## src/rtl/rlfs_pkg.sv

```systemverilog
`default_nettype none

package rlfs_pkg;

   localparam int DEFAULT_MAX_LEDS = 32;

   localparam int LED_COUNT_W = 6;
   localparam int LED_IDX_W   = 5;
   localparam int COLOUR_W    = 24;
   localparam int HEADER_W    = 8;
   localparam int WORD_W      = 32;

   localparam logic [LED_COUNT_W-1:0] LED_COUNT_RESET = 6'd1;

   localparam logic [HEADER_W-1:0] HDR_MARK   = 8'hE0;
   localparam logic [WORD_W-1:0]   START_WORD = 32'h0000_0000;
   localparam logic [WORD_W-1:0]   END_WORD   = 32'hFFFF_FFFF;

   // command queue between front and back
   localparam int QUEUE_DEPTH = 2;
   localparam int Q_PTR_W     = 1;
   localparam int Q_CNT_W     = 2;

   typedef enum logic [1:0] {
      OP_SET_COLOUR = 2'd0,
      OP_SET_BRIGHT = 2'd1,
      OP_SET_ALL    = 2'd2,
      OP_REFRESH    = 2'd3
   } op_type;

   // classified command as carried by the queue
   typedef struct packed {
      op_type                 op;
      logic [LED_IDX_W-1:0]   led_index;
      logic [COLOUR_W-1:0]    colour;    // {blue, green, red}
      logic [HEADER_W-1:0]    header;    // HDR_MARK | brightness
   } cmd_type;

endpackage

`default_nettype wire

```

## src/rtl/rlfs_front.sv

```systemverilog
`default_nettype none

module rlfs_front #(
   parameter int MAX_LEDS = rlfs_pkg::DEFAULT_MAX_LEDS
) (
   input  wire logic                               clock,
   input  wire logic                               reset,
   input  wire logic                               start,
   output      logic                               busy,
   input  wire logic [1:0]                         req_opcode,
   input  wire logic [rlfs_pkg::LED_IDX_W-1:0]     req_led_index,
   input  wire logic [7:0]                         req_red,
   input  wire logic [7:0]                         req_green,
   input  wire logic [7:0]                         req_blue,
   input  wire logic [7:0]                         req_brightness,
   input  wire logic [$clog2(MAX_LEDS+1)-1:0]      count_eff,
   input  wire logic                               q_full,
   output      logic                               push,
   output      rlfs_pkg::cmd_type                  push_data
);
   import rlfs_pkg::*;

   logic    stage_vld_ff, stage_vld_in;
   cmd_type stage_ff, stage_in;
   cmd_type cmd_new;
   logic    accept;
   logic    in_range;
   logic    keep;

   assign busy      = stage_vld_ff && q_full;
   assign accept    = start && !busy;
   assign push      = stage_vld_ff && !q_full;
   assign push_data = stage_ff;

   assign in_range = 7'(req_led_index) < 7'(count_eff);

   always_comb begin
      cmd_new.op        = op_type'(req_opcode);
      cmd_new.led_index = req_led_index;
      cmd_new.colour    = {req_blue, req_green, req_red};
      cmd_new.header    = HDR_MARK | req_brightness;
   end

   // single sets that miss the strip are dropped here
   always_comb begin
      unique case (cmd_new.op)
         OP_SET_COLOUR, OP_SET_BRIGHT: keep = in_range;
         default:                      keep = 1'b1;
      endcase
   end

   always_comb begin
      stage_vld_in = stage_vld_ff && q_full;
      stage_in     = stage_ff;
      if (accept && keep) begin
         stage_vld_in = 1'b1;
         stage_in     = cmd_new;
      end
   end

   always_ff @(posedge clock) begin
      if (reset) begin
         stage_vld_ff <= 1'b0;
      end else begin
         stage_vld_ff <= stage_vld_in;
      end
   end

   always_ff @(posedge clock) begin
      stage_ff <= stage_in;
   end

endmodule

`default_nettype wire

```

## src/rtl/rlfs_queue.sv

```systemverilog
`default_nettype none

module rlfs_queue (
   input  wire logic              clock,
   input  wire logic              reset,
   input  wire logic              push,
   input  wire rlfs_pkg::cmd_type push_data,
   output      logic              full,
   input  wire logic              pop,
   output      logic              pop_valid,
   output      rlfs_pkg::cmd_type pop_data
);
   import rlfs_pkg::*;

   cmd_type              slot_ff [QUEUE_DEPTH];
   logic [Q_PTR_W-1:0]   wr_ptr_ff, wr_ptr_in;
   logic [Q_PTR_W-1:0]   rd_ptr_ff, rd_ptr_in;
   logic [Q_CNT_W-1:0]   count_ff, count_in;
   logic                 do_pop;

   assign full      = count_ff == Q_CNT_W'(QUEUE_DEPTH);
   assign pop_valid = count_ff != '0;
   assign pop_data  = slot_ff[rd_ptr_ff];
   assign do_pop    = pop && pop_valid;

   always_comb begin
      wr_ptr_in = push   ? wr_ptr_ff + Q_PTR_W'(1) : wr_ptr_ff;
      rd_ptr_in = do_pop ? rd_ptr_ff + Q_PTR_W'(1) : rd_ptr_ff;
      count_in  = count_ff + Q_CNT_W'(push) - Q_CNT_W'(do_pop);
   end

   always_ff @(posedge clock) begin
      if (reset) begin
         wr_ptr_ff <= '0;
         rd_ptr_ff <= '0;
         count_ff  <= '0;
      end else begin
         wr_ptr_ff <= wr_ptr_in;
         rd_ptr_ff <= rd_ptr_in;
         count_ff  <= count_in;
      end
   end

   always_ff @(posedge clock) begin
      if (push) begin
         slot_ff[wr_ptr_ff] <= push_data;
      end
   end

`ifndef SYNTHESIS
   a_no_overflow: assert property (@(posedge clock) disable iff (reset)
      full |-> !push)
      else $error("queue written while full");
   a_count_bound: assert property (@(posedge clock) disable iff (reset)
      count_ff <= Q_CNT_W'(QUEUE_DEPTH))
      else $error("queue count out of range");
   a_pop_moves: assert property (@(posedge clock) disable iff (reset)
      do_pop && !push |=> count_ff == $past(count_ff) - Q_CNT_W'(1))
      else $error("queue pop lost");
`endif

endmodule

`default_nettype wire

```

## src/rtl/rlfs_back.sv

```systemverilog
`default_nettype none

module rlfs_back #(
   parameter int MAX_LEDS = rlfs_pkg::DEFAULT_MAX_LEDS
) (
   input  wire logic                           clock,
   input  wire logic                           reset,
   input  wire logic [$clog2(MAX_LEDS+1)-1:0]  count_eff,
   input  wire logic                           q_valid,
   input  wire rlfs_pkg::cmd_type              q_data,
   output      logic                           pop,
   output      logic                           rsp_valid,
   output      logic [rlfs_pkg::WORD_W-1:0]    rsp_frame_word,
   output      logic                           rsp_last_word
);
   import rlfs_pkg::*;

   localparam int CNT_W = $clog2(MAX_LEDS + 1);
   localparam int IDX_W = (MAX_LEDS > 1) ? $clog2(MAX_LEDS) : 1;

   typedef enum logic [1:0] {
      B_IDLE,
      B_SWEEP,
      B_FETCH,
      B_END
   } state_type;

   state_type             state_ff, state_in;
   logic [IDX_W-1:0]      cnt_ff, cnt_in;
   logic [CNT_W-1:0]      cnt_next;
   logic                  cnt_last;
   cmd_type               cur_ff, cur_in;

   logic                  rd_pend_ff, rd_pend_in;
   logic [COLOUR_W-1:0]   rd_col_ff;
   logic [HEADER_W-1:0]   rd_hdr_ff;
   logic                  rd_col_vld_ff;
   logic                  rd_hdr_vld_ff;

   logic                  rsp_valid_ff, rsp_valid_in;
   logic                  rsp_last_ff, rsp_last_in;
   logic [WORD_W-1:0]     rsp_word_ff, rsp_word_in;

   logic [COLOUR_W-1:0]   col_mem_ff [MAX_LEDS];
   logic [HEADER_W-1:0]   hdr_mem_ff [MAX_LEDS];
   logic [MAX_LEDS-1:0]   col_vld_ff, col_vld_in;
   logic [MAX_LEDS-1:0]   hdr_vld_ff, hdr_vld_in;

   logic                  col_we;
   logic                  hdr_we;
   logic [IDX_W-1:0]      wr_addr;
   logic [COLOUR_W-1:0]   wr_col;
   logic [HEADER_W-1:0]   wr_hdr;
   logic [COLOUR_W-1:0]   led_col;
   logic [HEADER_W-1:0]   led_hdr;

   assign cnt_next = CNT_W'(cnt_ff) + CNT_W'(1);
   assign cnt_last = cnt_next == count_eff;

   // entries never written read as zero
   assign led_col = rd_col_vld_ff ? rd_col_ff : '0;
   assign led_hdr = rd_hdr_vld_ff ? rd_hdr_ff : '0;

   always_comb begin
      state_in     = state_ff;
      cnt_in       = cnt_ff;
      cur_in       = cur_ff;
      pop          = 1'b0;
      rd_pend_in   = state_ff == B_FETCH;
      rsp_valid_in = 1'b0;
      rsp_last_in  = 1'b0;
      rsp_word_in  = rsp_word_ff;
      col_we       = 1'b0;
      hdr_we       = 1'b0;
      wr_addr      = cnt_ff;
      wr_col       = cur_ff.colour;
      wr_hdr       = cur_ff.header;

      // an LED word read in the previous cycle goes out now
      if (rd_pend_ff) begin
         rsp_valid_in = 1'b1;
         rsp_word_in  = {led_hdr, led_col[23:16], led_col[15:8], led_col[7:0]};
      end

      unique case (state_ff)
         B_IDLE: begin
            if (q_valid) begin
               pop    = 1'b1;
               cur_in = q_data;
               wr_col = q_data.colour;
               wr_hdr = q_data.header;
               unique case (q_data.op)
                  OP_SET_COLOUR: begin
                     col_we  = 1'b1;
                     wr_addr = IDX_W'(q_data.led_index);
                  end
                  OP_SET_BRIGHT: begin
                     hdr_we  = 1'b1;
                     wr_addr = IDX_W'(q_data.led_index);
                  end
                  OP_SET_ALL: begin
                     cnt_in = '0;
                     if (count_eff != '0) begin
                        state_in = B_SWEEP;
                     end
                  end
                  OP_REFRESH: begin
                     rsp_valid_in = 1'b1;
                     rsp_word_in  = START_WORD;
                     cnt_in       = '0;
                     state_in     = (count_eff != '0) ? B_FETCH : B_END;
                  end
                  default: ;
               endcase
            end
         end
         B_SWEEP: begin
            col_we = 1'b1;
            hdr_we = 1'b1;
            cnt_in = IDX_W'(cnt_next);
            if (cnt_last) begin
               state_in = B_IDLE;
            end
         end
         B_FETCH: begin
            cnt_in = IDX_W'(cnt_next);
            if (cnt_last) begin
               state_in = B_END;
            end
         end
         B_END: begin
            // wait for the last LED word to drain
            if (!rd_pend_ff) begin
               rsp_valid_in = 1'b1;
               rsp_last_in  = 1'b1;
               rsp_word_in  = END_WORD;
               state_in     = B_IDLE;
            end
         end
         default: state_in = B_IDLE;
      endcase
   end

   always_comb begin
      col_vld_in = col_vld_ff;
      hdr_vld_in = hdr_vld_ff;
      if (col_we) begin
         col_vld_in[wr_addr] = 1'b1;
      end
      if (hdr_we) begin
         hdr_vld_in[wr_addr] = 1'b1;
      end
   end

   always_ff @(posedge clock) begin
      if (reset) begin
         state_ff     <= B_IDLE;
         cnt_ff       <= '0;
         rd_pend_ff   <= 1'b0;
         rsp_valid_ff <= 1'b0;
         rsp_last_ff  <= 1'b0;
         col_vld_ff   <= '0;
         hdr_vld_ff   <= '0;
      end else begin
         state_ff     <= state_in;
         cnt_ff       <= cnt_in;
         rd_pend_ff   <= rd_pend_in;
         rsp_valid_ff <= rsp_valid_in;
         rsp_last_ff  <= rsp_last_in;
         col_vld_ff   <= col_vld_in;
         hdr_vld_ff   <= hdr_vld_in;
      end
   end

   always_ff @(posedge clock) begin
      cur_ff      <= cur_in;
      rsp_word_ff <= rsp_word_in;
   end

   // LED store: one write port, one registered read port
   always_ff @(posedge clock) begin
      if (col_we) begin
         col_mem_ff[wr_addr] <= wr_col;
      end
      if (hdr_we) begin
         hdr_mem_ff[wr_addr] <= wr_hdr;
      end
      if (state_ff == B_FETCH) begin
         rd_col_ff     <= col_mem_ff[cnt_ff];
         rd_hdr_ff     <= hdr_mem_ff[cnt_ff];
         rd_col_vld_ff <= col_vld_ff[cnt_ff];
         rd_hdr_vld_ff <= hdr_vld_ff[cnt_ff];
      end
   end

   assign rsp_valid      = rsp_valid_ff;
   assign rsp_frame_word = rsp_word_ff;
   assign rsp_last_word  = rsp_last_ff;

`ifndef SYNTHESIS
   a_last_is_end: assert property (@(posedge clock) disable iff (reset)
      rsp_last_ff |-> rsp_valid_ff && rsp_word_ff == END_WORD)
      else $error("last word is not the end word");
   a_idle_after_end: assert property (@(posedge clock) disable iff (reset)
      rsp_valid_ff && rsp_last_ff |-> state_ff == B_IDLE)
      else $error("back end still busy on the end word");
   a_read_in_refresh: assert property (@(posedge clock) disable iff (reset)
      rd_pend_ff |-> state_ff == B_FETCH || state_ff == B_END)
      else $error("store read outside a refresh");
   a_no_pop_busy: assert property (@(posedge clock) disable iff (reset)
      state_ff != B_IDLE |-> !col_we || state_ff == B_SWEEP)
      else $error("single write while back end busy");
`endif

endmodule

`default_nettype wire

```

## src/rtl/rgb_led_strip_frame_serializer.sv

```systemverilog
`default_nettype none

// Channel   Handshake                 Payload
// -------   -----------------------   -------------------------------------------
// req       start / busy              req_opcode, req_led_index, req_red,
//                                     req_green, req_blue, req_brightness
// rsp       rsp_valid (1-cycle strobe) rsp_frame_word, rsp_last_word
// csr       csr_valid / csr_ready     csr_led_count
//
// Items pass a one-entry front stage and a two-entry queue before the back end runs them.
// Back end: set colour / set brightness is a single store write at pop, set all pops and then
// makes one store write per cycle, refresh sends n+2 words (start, n LED words, end); n is
// led_count capped at MAX_LEDS.
// busy rises only while the front stage holds an item and the queue is full; the receiver
// cannot stall, each word is a one-cycle strobe.
// Synchronous reset: led_count returns to 1; per-entry valid bits clear, so the store
// reads as zero at once.

module rgb_led_strip_frame_serializer #(
   parameter int MAX_LEDS = rlfs_pkg::DEFAULT_MAX_LEDS
) (
   input  wire logic                             clock,
   input  wire logic                             reset,
   input  wire logic                             start,
   output      logic                             busy,
   input  wire logic [1:0]                       req_opcode,
   input  wire logic [rlfs_pkg::LED_IDX_W-1:0]   req_led_index,
   input  wire logic [7:0]                       req_red,
   input  wire logic [7:0]                       req_green,
   input  wire logic [7:0]                       req_blue,
   input  wire logic [7:0]                       req_brightness,
   output      logic                             rsp_valid,
   output      logic [rlfs_pkg::WORD_W-1:0]      rsp_frame_word,
   output      logic                             rsp_last_word,
   input  wire logic                             csr_valid,
   output      logic                             csr_ready,
   input  wire logic [rlfs_pkg::LED_COUNT_W-1:0] csr_led_count
);
   import rlfs_pkg::*;

   localparam int CNT_W = $clog2(MAX_LEDS + 1);

   logic [LED_COUNT_W-1:0] led_count_ff, led_count_in;
   logic [CNT_W-1:0]       count_eff;
   logic                   q_full;
   logic                   q_push;
   cmd_type                q_push_data;
   logic                   q_pop;
   logic                   q_valid;
   cmd_type                q_data;

   assign csr_ready = 1'b1;

   always_comb begin
      led_count_in = (csr_valid && csr_ready) ? csr_led_count : led_count_ff;
   end

   always_ff @(posedge clock) begin
      if (reset) begin
         led_count_ff <= LED_COUNT_RESET;
      end else begin
         led_count_ff <= led_count_in;
      end
   end

   assign count_eff = (7'(led_count_ff) > 7'(MAX_LEDS)) ? CNT_W'(MAX_LEDS)
                                                       : CNT_W'(led_count_ff);

   rlfs_front #(
      .MAX_LEDS (MAX_LEDS)
   ) u_front (
      .clock          (clock),
      .reset          (reset),
      .start          (start),
      .busy           (busy),
      .req_opcode     (req_opcode),
      .req_led_index  (req_led_index),
      .req_red        (req_red),
      .req_green      (req_green),
      .req_blue       (req_blue),
      .req_brightness (req_brightness),
      .count_eff      (count_eff),
      .q_full         (q_full),
      .push           (q_push),
      .push_data      (q_push_data)
   );

   rlfs_queue u_queue (
      .clock     (clock),
      .reset     (reset),
      .push      (q_push),
      .push_data (q_push_data),
      .full      (q_full),
      .pop       (q_pop),
      .pop_valid (q_valid),
      .pop_data  (q_data)
   );

   rlfs_back #(
      .MAX_LEDS (MAX_LEDS)
   ) u_back (
      .clock          (clock),
      .reset          (reset),
      .count_eff      (count_eff),
      .q_valid        (q_valid),
      .q_data         (q_data),
      .pop            (q_pop),
      .rsp_valid      (rsp_valid),
      .rsp_frame_word (rsp_frame_word),
      .rsp_last_word  (rsp_last_word)
   );

endmodule

`default_nettype wire

```

## config.mk

```make
export PLATFORM = sky130hd
export DESIGN_NAME = rgb_led_strip_frame_serializer
export DESIGN_NICKNAME = d
export VERILOG_FILES = /design/src/rtl/rlfs_pkg.sv /design/src/rtl/rlfs_front.sv /design/src/rtl/rlfs_queue.sv /design/src/rtl/rlfs_back.sv /design/src/rtl/rgb_led_strip_frame_serializer.sv
export SDC_FILE = /design/constraint.sdc
export NUM_CORES = 1
export LEC_CHECK = 0
export BUFFER_PORTS_ARGS = -buffer_cell sky130_fd_sc_hd__buf_2
export CORE_ASPECT_RATIO = 0.6
export CORE_MARGIN = 5
export CORE_UTILIZATION = 40
export DETAILED_ROUTE_END_ITERATION = 12
export PLACE_DENSITY = 0.6
export SYNTH_ARGS = -nofsm -noshare
export SYNTH_HDL_FRONTEND = slang
export SYNTH_HIERARCHICAL = 1
export SYNTH_SLANG_ARGS = --single-unit
```

## constraint.sdc

```tcl
create_clock -name clock -period 4.75 [get_ports clock]
set_clock_uncertainty 0.05 [all_clocks]
set_input_delay 0.95 -clock clock [delete_from_list [all_inputs] [get_ports clock]]
set_output_delay 0.95 -clock clock [all_outputs]
set_load 0.01 [all_outputs]
```

* Word level (Yosys, flattened, before mapping)
Memories as Yosys holds them, arrays and structs flattened. A register that Yosys moved wholly into a read port is not among the register bits. Index checks and enable logic that the tools add are counted.
Cells by class: add/sub/neg operators 5, magnitude comparators 5, eq/ne operators 16, muxes and demuxes 56, bitwise gates (word level) 3, reduce and logical (&&, ||, !) cells 22
Operators by type and width (count):
- two-way mux 32 bit | 4
- two-way mux 24 bit | 3
- OR 32 bit | 2
- case mux 32 bit (2 select lines) | 1
- two-way mux 1 bit | 25
- two-way mux 5 bit | 5
- two-way mux 8 bit | 3
- less-than comparator 5 x 6 -> 1 bit, second input constant | 2
- binary-select mux 1 bit (select 5 bit) | 2
- equality test 2 bit, second input constant | 5
- two-way mux 2 bit | 5
- case mux 5 bit (2 select lines) | 1
- OR reduction 2 bit | 5
- case mux 2 bit (4 select lines) | 1
- adder 5 x 1 -> 6 bit, second input constant | 1
- equality test 2 x 1 -> 1 bit, second input constant | 3
- equality test 6 bit | 1
- > comparator 6 bit, second input constant | 1
- logical AND 1 bit | 6
- logical NOT 2 bit | 3
- less-than comparator 5 x 6 -> 1 bit | 1
- two-way mux 6 bit | 1
- inequality test 2 bit, second input constant | 3
- case mux 1 bit (2 select lines) | 3
- 16 further kinds | 20
Word-level totals: bits in registers 187, RAM bits 1096, output and inout bits 36, word-level logic and storage cells 131, memories kept 3
Memories:
- u_back.col_mem_ff | depth 32, bits a word 24, read ports 1, clocked after Yosys merged registers in 1, write ports 1, line rlfs_back.sv:44 | logic [COLOUR_W-1:0] col_mem_ff [MAX_LEDS];
- u_back.hdr_mem_ff | depth 32, bits a word 8, read ports 1, clocked after Yosys merged registers in 1, write ports 1, line rlfs_back.sv:45 | logic [HEADER_W-1:0] hdr_mem_ff [MAX_LEDS];
- u_queue.slot_ff | depth 2, bits a word 36, read ports 1, clocked after Yosys merged registers in 1, write ports 1, line rlfs_queue.sv:15 | cmd_type slot_ff [QUEUE_DEPTH];

* Logic depth before layout (Yosys ltp)
depth in word-level cells 10, depth in mapped cells 12, mapped depth without buffers 10

* Hierarchy
Netlist, hierarchy kept.
By module, submodules not included:
- rlfs_back | instances 1, cells each 2162, area an instance 46094.2 µm², sequential area each 34853.4 µm²
- rlfs_queue | instances 1, cells each 144, area an instance 3103.0 µm², sequential area each 2442.3 µm²
- rlfs_front | instances 1, cells each 62, area an instance 1270.0 µm², sequential area each 1101.1 µm²
- rgb_led_strip_frame_serializer | instances 1, cells each 27, area an instance 264.0 µm², sequential area each 120.1 µm²

* Least setup slack after synthesis
Ideal clock, no wire load.
path type input to register, start in req_led_index[4] in the netlist's numbering, end reg u_front.stage_ff (netlist bit u_front/push_data[0]), enable pin, data arrival time 3.382 ns, setup slack 0.877 ns, cell stages on the path 5, path buffers 0, cells stage by stage ha_1 nand3_1 and4b_1 o21ai_1 a21oi_1
Between the ends: word-level cells in the longest chain between the ends 3
RTL lines:
- from (decl) | line rgb_led_strip_frame_serializer.sv:27 | input wire logic [rlfs_pkg::LED_IDX_W-1:0] req_led_index,
- less-than comparator 5 x 6 -> 1 bit | line rlfs_front.sv:35 | assign in_range = 7'(req_led_index) < 7'(count_eff);
- two-way mux 1 bit | line rlfs_front.sv:46 | unique case (cmd_new.op)
- logical AND 1 bit | line rlfs_front.sv:55 | if (accept && keep) begin
- to (signal assigned) | line rlfs_front.sv:70 | stage_ff <= stage_in;
- to (decl) | line rlfs_front.sv:24 | cmd_type stage_ff, stage_in;
No other way between the ends. A chain may end at the register's enable or synchronous reset.

* Worst setup path in the final report
start reg u_back.state_ff[0], end mem u_back.hdr_mem_ff[7][2], enable pin
Between the ends: word-level cells in the longest chain between the ends 4
RTL lines:
- from (decl) | line rlfs_back.sv:28 | state_type state_ff, state_in;
- from (signal assigned) | line rlfs_back.sv:165 | state_ff <= state_in;
- equality test 2 x 1 -> 1 bit / logical NOT 2 bit (equally long branches) | line rlfs_back.sv:85 | unique case (state_ff)
- case mux 1 bit (2 select lines) | line rlfs_back.sv:85
- two-way mux 1 bit | line rlfs_back.sv:185 | if (hdr_we) begin
- two-way mux 1 bit (not written as such) | line rlfs_back.sv:186 | hdr_mem_ff[wr_addr] <= wr_hdr;
- to (decl) | line rlfs_back.sv:45
Parallel ways exist; a longest one is shown, timed or not.

==> impl_metrics.ini <==
[power]
intPower_uw = 23220
vdd_drop_max_mv = 0.4141
p_comb_share_pct = 21.8
p_seq_share_pct = 48.6
leakagePower_uw = 0.01755
p_per_area_nw_per_um2 = 567.5
clock_power_share_pct = 29.6
swShare_pct = 28.62
p_sw_uw = 9309

[logic_synthesis]
ys_seq_elements = 1322
synth_cell_types = 55
syn_area_sq_um = 50730
synth_edf_count = 1204
syn_area_per_cell_sq_um = 21.18
syn_inst = 2395
synth.area.top_cells = edfxtp_1, mux4_2, dfxtp_1
synthArstFlopShare_pct = 0
synth_ff_type = edfxtp_1
netlist.area_leader.share_pct = 71.27
ys_seq_area_share_pct = 75.92
ys_warn_count = 6
yosysTopAreaCell = edfxtp_1

[setup_path]
endpoint_kind = flop
crit_end = u_back/hdr_mem_ff[7][2]$_DFFE_PP_
r2r_slack_ns = 0.63
worst-r2r-cell-count = 7
cpPeakStageDelay_ns = 0.75
crit_chain = inv_1 -> ha_1 -> and3b_1 -> mux2i_1 -> nor2_1 -> nand2_1 -> nor2_1
required_ns = 5.04
slowest_stage = nor2_1
crit_type = flop to flop
crit_arrival_ns = 4.41
crit_path_start = u_back/state_ff[0]$_SDFFE_PP0P_
regToRegStartpoint = u_back/state_ff[0]$_SDFFE_PP0P_
cpMostUsedCell = nor2_1
start_kind = flop
r2r-end = u_back/hdr_mem_ff[7][2]$_DFFE_PP_
cp_max_fo = 11

[outcome]
outcome = finished, final reports clean

[finish]
syn2layout_area_growth_pct = 13.00
final_net_count = 2585
fin_area_sq_um = 57330
nFillCells = 10360
stdcell_count = 4325
final_layout_size_suffix_gt1_share_pct = 30.12
postLayoutCoreUtil_pct = 45.41

[timing]
period_minus_slack_ns = 4.120
drv_slew = 0
fmax_ghz = 0.2427
rsz0062_at_grt = no
worstMarginPinSlew_ns = 1.401
finalSetupTns_ns = 0
hold_viol = 0
slew_headroom_pct = 6.588
setup_viol = 0
period_share_pct = 86.74

[die]
start_util_pct = 40.18
core_sq_um = 126200
fp.dieH_um = 285.9
rows = 101
die_area_sq_um = 134300
io_pins = 85
chipWidth_um = 469.8

[clock_tree]
clk_root_buffer_cell = clkbuf_16
clk_pin_slew_ns = 0.07
cts_resized = 0
cts_setup_buffers = 0
cts_htree_levels = 3
cts_hold_buf = 0
clock-sinks = 1322
cts_inserted_buffers = 115
clockBufferDepth = 3
cts_tree = built
clock_latency_ns = 0.72

[detailed_routing]
drc = 0
first_pass_iters = 5
vias = 24220
drt_iter0_drc = 2729
vias_per_cell = 5.600
wire_per_inst_um = 27.17
routed_wl_mm = 117.5
postRouteAntennaNets = 0

[global_route]
grt_max_degree = 87
grt_pass1_wl_mm = 171.5
overflow = 0
antenna_found_initial = 4
grt_pass1_vias = 24640
track_usage_pct = 17.45

[place]
dp_hpwl_mm = 70.84
gp_congestion = 0.7783
port-buffer-count = 80
dpl_cell_area_sq_um = 53450
place_inst = 4106

[flow_run]
maxCapViolCount = 0

[min_path]
hp-class = input pin to flop
worst min path at each step:
stage	start	endpoint	slack [ns]	cells past startpoint
after floorplan	u_front/push_data[0]$_DFFE_PP_	u_queue/slot_ff[0][0]$_DFFE_PP_	0.37	0
after global placement	u_front/push_data[13]$_DFFE_PP_	u_queue/slot_ff[0][13]$_DFFE_PP_	0.38	0
after detailed placement	u_front/push_data[1]$_DFFE_PP_	u_queue/slot_ff[1][1]$_DFFE_PP_	0.38	0
after CTS	req_blue[6]	u_front/push_data[30]$_DFFE_PP_	0.29	1
after global routing	req_green[2]	u_front/push_data[18]$_DFFE_PP_	0.30	1
final	req_green[4]	u_front/push_data[20]$_DFFE_PP_	0.36	1
cell type report:
cell class	instances	area (sq um)	area share, %
tap	1699	2126	3.708
sequential	1322	38540	67.22
timing repair buffer	143	960.9	1.676
antenna	3	7.507	0.01310
clock buffer	140	3035	5.295
inverter	14	52.55	0.09167
multi-input combinational	928	11770	20.53
clock inverter	76	838.3	1.462
cell usage in the layout (no fill, tap or decap), types with 22 or more instances in the layout:
| cell | count |
|---|---|
| buf_2 | 80 |
| mux2_1 | 30 |
| clkbuf_1 | 22 |
| nand2_1 | 53 |
| mux2_2 | 74 |
| buf_4 | 56 |
| clkbuf_16 | 118 |
| nor2_1 | 123 |
| a21oi_1 | 68 |
| edfxtp_1 | 1204 |
| nor2_4 | 32 |
| dfxtp_1 | 111 |
| o21ai_1 | 34 |
| mux4_2 | 340 |
| a22oi_1 | 35 |
registers in the layout, indices dropped and copies added, names as in the netlist, named ones only:
register               count
led_count_ff               6
u_back/col_mem_ff        768
u_queue/count_ff           2
u_back/rsp_valid           1
u_back/cnt_ff              5
u_back/rd_hdr_vld_ff       1
u_back/rsp_last_word       1
u_back/rd_col_vld_ff       1
u_front/stage_vld_ff       1
u_back/col_vld_ff         32
u_back/cur_ff             32
u_front/push_data         36
u_queue/slot_ff           78
u_back/rd_col_ff          24
u_back/state_ff            2
u_back/hdr_mem_ff        256
u_queue/rd_ptr_ff          1
u_back/rsp_frame_word     32
u_back/rd_hdr_ff           8
u_back/rd_pend_ff          1
u_back/hdr_vld_ff         32
u_queue/wr_ptr_ff          1
power by group through the flow:
stage | Combinational (uW) | Clock, uW | Sequential [uW]
after floorplan | 4470 | 0 | 15800
after global placement | 6760 | 0 | 16000
after detailed placement | 7100 | 0 | 16100
after CTS | 7120 | 9850 | 15800
after global routing | 7650 | 10400 | 15900
final | 7100 | 9620 | 15800
worst max-delay path, delay by kind of cell (launching register included):
family	cells	cell delay, ns
and+or+nand+nor	4	2.35
DFF	1	0.33
muxes	1	0.41
buffers and inverters	1	0.14
adders and majority gates	1	0.43
per-layer routing:
metal	GRT usage, %	up-vias	wire, um
met4	3.044	0	1538
met1	27.46	12880	54240
li1	-	10100	-
met5	0	-	0
met2	24.69	1108	49740
met3	4.611	131	12000
synthesized netlist by cell type (2+ instances only):
cell / instances
a21boi_1: 3
a21o_1: 4
a21oi_1: 69
a22oi_1: 35
a31oi_1: 2
and2_1: 2
buf_1: 13
buf_2: 14
buf_4: 26
buf_6: 7
clkbuf_1: 72
conb_1: 2
dfxtp_1: 118
edfxtp_1: 1204
ha_1: 12
inv_1: 13
mux2_1: 30
mux2_2: 74
mux2_4: 10
mux2i_1: 11
mux4_2: 340
nand2_1: 54
nand2b_1: 6
nand3_1: 9
nand3b_1: 2
nor2_1: 155
nor2b_1: 14
nor3_1: 21
o211ai_1: 2
o21a_1: 2
o21ai_0: 7
o21ai_1: 34
xnor2_1: 5
xor2_1: 2
per-stage QoR:
step | total power, uW | hold slack (ns) | setup slack [ns]
floorplan | 20290 | 0.3715 | 0.8765
global placement | 22770 | 0.3765 | 0.9665
detailed placement | 23170 | 0.3819 | 0.8155
CTS | 32800 | 0.2874 | 0.7562
global route | 33930 | 0.2990 | 0.4712
finish | 32530 | 0.3557 | 0.6298
cell families (layout without fill, tap and decap cells):
group           count (synthesis)  in the layout  share of synthesized area [%]
simple gates                  274            274                          2.333
fa+ha+maj                      12             12                         0.2960
flops                        1322           1322                          75.92
compound gates                165            165                          1.911
other cells                     2              7                        0.01480
mux                           465            465                          17.92
buf+inv                       147            373                          1.440
xor+xnor                        8              8                         0.1652
Note: power is estimated with default switching activity, not from simulation.
